## src/design/cicmd_pkg.sv

```systemverilog
// ----------------------------------------------------------------------------
// cicmd_pkg
// Shared types, widths and codes for the cloud-in-cell deposition block.
// ----------------------------------------------------------------------------
package cicmd_pkg;

  // Default grid dimensions.
  localparam int GRID_X_DEF = 128;
  localparam int GRID_Y_DEF = 128;

  // Field widths.
  localparam int POS_W      = 32;
  localparam int IDX_W      = 7;
  localparam int VAL_W      = 32;
  localparam int INV_W      = 24;
  localparam int FRAC_W     = 16;
  localparam int CFG_IDX_W  = 2;
  localparam int CFG_DATA_W = 32;
  localparam int S_TDATA_W  = 80;
  localparam int M_TDATA_W  = 32;

  // Grid coordinate in Q.32: product of 33 by 25 bits plus the half-grid offset.
  localparam int DIFF_W = POS_W + 1;
  localparam int PROD_W = DIFF_W + INV_W + 1;
  localparam int V_W    = 60;
  localparam int CELL_W = V_W - 1 - 32;
  // Wide enough to compare a read index with a grid size up to 4096.
  localparam int CMP_W  = 13;
  // Bilinear weight, 0..65536.
  localparam int WGT_W  = FRAC_W + 1;

  // Configuration register indexes.
  localparam logic [CFG_IDX_W-1:0] CFG_ORIGIN_X = 2'd0;
  localparam logic [CFG_IDX_W-1:0] CFG_ORIGIN_Y = 2'd1;
  localparam logic [CFG_IDX_W-1:0] CFG_INV_CELL = 2'd2;

  localparam logic [INV_W-1:0] INV_RESET = 24'd65536;

  // Values of the action field.
  localparam logic ACT_DEPOSIT = 1'b0;
  localparam logic ACT_READ    = 1'b1;

  typedef enum logic [3:0] {
    ST_CLEAR,
    ST_IDLE,
    ST_MUL_X,
    ST_MUL_Y,
    ST_LOC_Y,
    ST_CHECK,
    ST_MEM_FIRST,
    ST_MEM_MID,
    ST_MEM_LAST,
    ST_RD_CELL,
    ST_FINISH
  } state_e;

  typedef struct packed {
    logic       load;     // capture the accepted input item
    logic       clr_en;   // clear one grid cell and advance the sweep
    logic       mul_en;   // register the scaled offset
    logic       mul_y;    // multiplier works on the y axis
    logic       loc_en;   // register cell index and fraction
    logic       loc_y;    // locate works on the y axis
    logic       rd_en;    // read one grid cell
    logic       rd_item;  // read address comes from the read item
    logic [1:0] rd_idx;   // corner of the 2x2 footprint being read
    logic       wr_en;    // write back the corner read last
    logic       res_load; // load the result register
  } cmd_t;

  typedef struct packed {
    logic clr_last;
    logic in_grid;
  } status_t;

endpackage

```

## src/design/cicmd_ctrl.sv

```systemverilog
// ----------------------------------------------------------------------------
// cicmd_ctrl
// Sequencer: clearing sweep, per-axis scaling, four-corner read-modify-write,
// single-cell read and hand-off to the result register.
// ----------------------------------------------------------------------------
module cicmd_ctrl
  import cicmd_pkg::*;
(
  input  logic    clk_i,
  input  logic    rst_ni,
  input  logic    s_valid_i,
  input  logic    s_action_i,
  output logic    s_ready_o,
  input  logic    m_ready_i,
  output logic    m_valid_o,
  input  status_t status_i,
  output cmd_t    cmd_o
);

  state_e     state_q, state_d;
  logic [1:0] k_q, k_d;
  logic       out_valid_q, out_valid_d;

  always_ff @(posedge clk_i or negedge rst_ni) begin
    if (!rst_ni) begin
      state_q     <= ST_CLEAR;
      k_q         <= '0;
      out_valid_q <= 1'b0;
    end else begin
      state_q     <= state_d;
      k_q         <= k_d;
      out_valid_q <= out_valid_d;
    end
  end

  always_comb begin
    state_d   = state_q;
    k_d       = k_q;
    cmd_o     = '0;
    s_ready_o = 1'b0;
    case (state_q)
      ST_CLEAR: begin
        cmd_o.clr_en = 1'b1;
        if (status_i.clr_last) state_d = ST_IDLE;
      end
      ST_IDLE: begin
        s_ready_o = 1'b1;
        if (s_valid_i) begin
          cmd_o.load = 1'b1;
          state_d = (s_action_i == ACT_READ) ? ST_RD_CELL : ST_MUL_X;
        end
      end
      ST_MUL_X: begin
        cmd_o.mul_en = 1'b1;
        state_d = ST_MUL_Y;
      end
      ST_MUL_Y: begin
        cmd_o.mul_en = 1'b1;
        cmd_o.mul_y  = 1'b1;
        cmd_o.loc_en = 1'b1;
        state_d = ST_LOC_Y;
      end
      ST_LOC_Y: begin
        cmd_o.loc_en = 1'b1;
        cmd_o.loc_y  = 1'b1;
        state_d = ST_CHECK;
      end
      ST_CHECK: begin
        state_d = status_i.in_grid ? ST_MEM_FIRST : ST_FINISH;
      end
      ST_MEM_FIRST: begin
        cmd_o.rd_en  = 1'b1;
        cmd_o.rd_idx = 2'd0;
        k_d = 2'd1;
        state_d = ST_MEM_MID;
      end
      ST_MEM_MID: begin
        // Write back the previous corner while the next one is read.
        cmd_o.rd_en  = 1'b1;
        cmd_o.rd_idx = k_q;
        cmd_o.wr_en  = 1'b1;
        if (k_q == 2'd3) begin
          state_d = ST_MEM_LAST;
        end else begin
          k_d = k_q + 2'd1;
        end
      end
      ST_MEM_LAST: begin
        cmd_o.wr_en = 1'b1;
        state_d = ST_FINISH;
      end
      ST_RD_CELL: begin
        cmd_o.rd_en   = 1'b1;
        cmd_o.rd_item = 1'b1;
        state_d = ST_FINISH;
      end
      ST_FINISH: begin
        if (!out_valid_q || m_ready_i) begin
          cmd_o.res_load = 1'b1;
          state_d = ST_IDLE;
        end
      end
      default: begin
        state_d = ST_IDLE;
      end
    endcase
  end

  always_comb begin
    if (cmd_o.res_load) begin
      out_valid_d = 1'b1;
    end else if (m_ready_i) begin
      out_valid_d = 1'b0;
    end else begin
      out_valid_d = out_valid_q;
    end
  end

  assign m_valid_o = out_valid_q;

endmodule

```

## config.mk

```make
export PLATFORM = sky130hd
export DESIGN_NAME = cicmd_ctrl
export DESIGN_NICKNAME = d
export VERILOG_FILES = /design/src/design/cicmd_pkg.sv /design/src/design/cicmd_ctrl.sv
export SDC_FILE = /design/constraint.sdc
export NUM_CORES = 1
export LEC_CHECK = 0
export ABC_AREA = 1
export ABC_CLOCK_PERIOD_IN_PS = 1600
export BUFFER_PORTS_ARGS = -buffer_cell sky130_fd_sc_hd__buf_4
export CAP_MARGIN = 20
export CORE_AREA = 10 10 55 57
export CTS_CLUSTER_SIZE = 28
export DETAILED_ROUTE_END_ITERATION = 10
export DIE_AREA = 0 0 65 67
export GPL_TIMING_DRIVEN = 0
export PLACE_DENSITY = 0.59
export SYNTH_ARGS = -nofsm -noshare
export SYNTH_HDL_FRONTEND = slang
export SYNTH_SLANG_ARGS = --single-unit
```

## constraint.sdc

```tcl
create_clock -name clk_i -period 1.6 [get_ports clk_i]
set_input_delay 0.32 -clock clk_i [delete_from_list [all_inputs] [get_ports clk_i]]
set_output_delay 0.32 -clock clk_i [all_outputs]
set_load 0.05 [all_outputs]
```

==> summary.txt <==
Status
  • Outcome: finished with violations
  • Failing checks: setup timing

Pwr
  • P_leak: 0.544 nW
  • Pwr Density: 1960 nW/um^2
  • Internal power: between 0.9 and 1 mW
  • Total power: 2.08 mW
  • Clock power frac: 7.4%
  • Maximum vdd drop: 0.976 mV
  • Combinational share of power: 75.0%
  • Sequential power share: 17.6%
  • Switching pwr: 1.15 mW
  • Net switching fraction of the power: around 55%

Global route
  • Global route overflow: 0
  • Gr usage total: 8.72%
  • First-pass GRT wire length: 3140 um
  • Initial antenna violation count: 0
  • Largest net degree at the start of global routing: 8
  • Number of global-route vias before repair: approximately 730

Critical path
  • Startpoint Class: register
  • Crit. End Element: primary output
  • Worst R2R Setup Slack: 0.20 ns
  • Critical setup path kind: reg -> out
  • Worst EP required: about 1.3 ns
  • RR Endpoint: state_q[0]$_DFFE_PN0P_
  • Worst R2R Path Depth: 7
  • Worst Path Max Fanout: 5
  • Critical Path AT: 1.32 ns
  • RR Startpoint: state_q[3]$_DFFE_PN0P_

Timing
  • Max Clock Skew: 0.00457 ns
  • Final period utilization: 102%
  • Max_slew headroom: between 80 and 90%
  • Final setup margin: -0.0353 ns
  • FMAX: 612 MHz
  • Slew @ Worst Pin: about 0.26 ns
  • Slew Limit Fails: 0
  • Hold Vio Cnt, Final: 0
  • Final Critical Period: approximately 1.6 ns
  • # setup viols final: 5
  • Setup TNS: -0.0958 ns
  • RSZ-0062 raised after global routing: yes
  • WHS: 0.302 ns

Die
  • Chip width: 65 um
  • Area of the die: 4360 um^2
  • Std-Cell Rows: 16
  • Die Y-Extent: between 60 and 70 um
  • Initial core utilization: between 20 and 30%
  • Boundary pin count: 21
  • Core Area: 1940 um^2

Route
  • Remaining antenna violation count: 0
  • WL/cell: 12.1 um
  • Final wirelength: ~1900 um
  • Iteration-0 DRC Markers: 17
  • Vias per cell: 4.59
  • DRC violations left: 0
  • Detailed Routing Iterations Pass 1: 4
  • Via count: about 720

Place
  • RePlAce Congestion: 0.890
  • Final HPWL DP: around 1300 um
  • Area post-placement: approximately 770 um^2
  • PortBufs: 20

Hold path
  • Hold EP: m_valid_o$_DFFE_PN0P_
  • Hold depth: 2
  • Min-delay src: m_ready_i
  • Hold Path Class: in -> reg

Clocking
  • CTS H-tree lvls: 1
  • CTS tree: yes
  • CTS clk-pin slew, worst paths: 0.05 ns
  • Root Buffer Master: clkbuf_4
  • Clk sinks: 7
  • Num CTS Buffers: 3
  • Max Buffers Root-to-Sink: 2
  • Worst skew pair latency: 0.24 ns

Synthesis
  • Yosys warnings: 0
  • Flops & latches, synth: 7
  • Syn Nets: 102
  • Seq/Total Area, Yosys: 30.7%
  • Post-Synthesis Cell Area: around 570 um^2
  • Syn Inst Count: 94
  • Synth cell types: 18
  • Syn avg cell area: a little over 6 um^2

Cells and area
  • Layout cells sized above 1: 55.0%
  • Net count, final: ~140
  • Number of fill cells: 200
  • Cell area after layout: between 1000 and 1500 um^2
  • Antenna Cells: 0
  • Area growth, synth to finish: 86.0%

Job
  • Max cap viols: 0
[how the worst max path moves through the flow]
| stage | from | end | slack, ns | cells after the start |
|---|---|---|---|---|
| floorplan | state_q[0]$_DFFE_PN0P_ | cmd_o[1] | -0.12 | 3 |
| global placement | state_q[3]$_DFFE_PN0P_ | cmd_o[2] | -0.07 | 6 |
| detailed placement | state_q[3]$_DFFE_PN0P_ | cmd_o[2] | -0.05 | 6 |
| CTS | state_q[3]$_DFFE_PN0P_ | cmd_o[2] | -0.02 | 6 |
| global route | state_q[2]$_DFFE_PN0P_ | cmd_o[11] | -0.1 | 4 |
| finish | state_q[0]$_DFFE_PN0P_ | cmd_o[7] | -0.04 | 4 |
[power groups by stage]
stage | Clock [mW] | Combinational [mW] | Sequential [mW]
2_1_floorplan | 0 | 0.847 | 0.319
4_1_cts | 0.162 | 1.40 | 0.349
5_1_grt | 0.175 | 1.69 | 0.375
3_3_place_gp | 0 | 1.14 | 0.318
3_5_place_dp | 0 | 1.15 | 0.320
6_report | 0.154 | 1.56 | 0.365
[worst max-delay path, stage by stage, from the launching register on]
cell and delay (ns):
dfrtp_2 0.48, nor2_4 0.17, inv_4 0.07, o21ai_4 0.17, buf_8 0.16
[cell type report]
type                            instances  area (um^2)  area share, %
Multi-Input combinational cell         68          430           40.6
Timing Repair Buffer                   31          308           29.0
Sequential cell                         7          180           17.0
Inverter                               18         75.1           7.08
Tap cell                               27         33.8           3.18
Clock buffer                            4         26.3           2.48
Buffer                                  1         7.51          0.708
[logic make-up (layout without fill, tap and decap cells)]
group | Yosys count | in the layout | synth area share, %
AOI/OAI and AO/OA | 10 | 10 | 9.65
adders and majority gates | 1 | 1 | 2.19
buffers and inverters | 19 | 54 | 13.2
DFF | 7 | 7 | 30.7
and+or+nand+nor | 57 | 57 | 44.3
[Yosys cell counts]
cell	count	area (um^2)
a21oi_1	2	10.0
inv_2	1	3.75
o21ai_1	1	5.00
nand2_1	21	78.8
inv_1	17	63.8
o22ai_1	1	6.26
nand3b_1	1	7.51
o21ai_0	5	25.0
nand3_1	8	40.0
nor2_1	18	67.6
nand3_2	1	10.0
nand2_2	3	18.8
buf_4	1	7.51
nor2_2	4	25.0
a21oi_2	1	8.76
dfrtp_1	7	175
ha_1	1	12.5
nor3_1	1	5.00
[metrics by stage]
stage	std cells	setup WS [ns]	utilization, %
after floorplan	94	-0.124	-
after global placement	141	-0.0742	39.8
after detailed placement	141	-0.0543	39.8
after CTS	154	-0.0221	50.1
after global routing	156	-0.0966	54.6
final	156	-0.0353	54.6
[layout by cell type (no fill, tap or decap), drive strengths merged]
cell type and instances:
a21oi 3, nor3 1, dlygate4sd3 1, nand3 9, nand3b 1, ha 1, nand2 24, dfrtp 7
clkbuf 4, buf 31, o22ai 1, nor2 22, inv 18, o21ai 6
[flip-flops by register name, indices dropped and copies added, names as in the netlist]
| register | cells |
|---|---|
| m_valid_o | 1 |
| state_q | 4 |
| k_q | 2 |
[timing repair]
action                                  4_1_cts  5_1_grt
gates resized for setup                      30       22
buffers inserted                              8        2
endpoints found under the setup margin       12       13
pin swaps                                     6        7
hold buffers                                  1        0
endpoints found under the hold margin         7        0
[layer usage]
metal	global-route usage [%]	routed length, um	vias up
met5	0	0	-
met4	3.74	6	0
met3	3.51	146	2
met2	14.7	990	18
met1	9.52	738	336
li1	-	-	360
No activity file was read; power rests on OpenSTA's default activity.
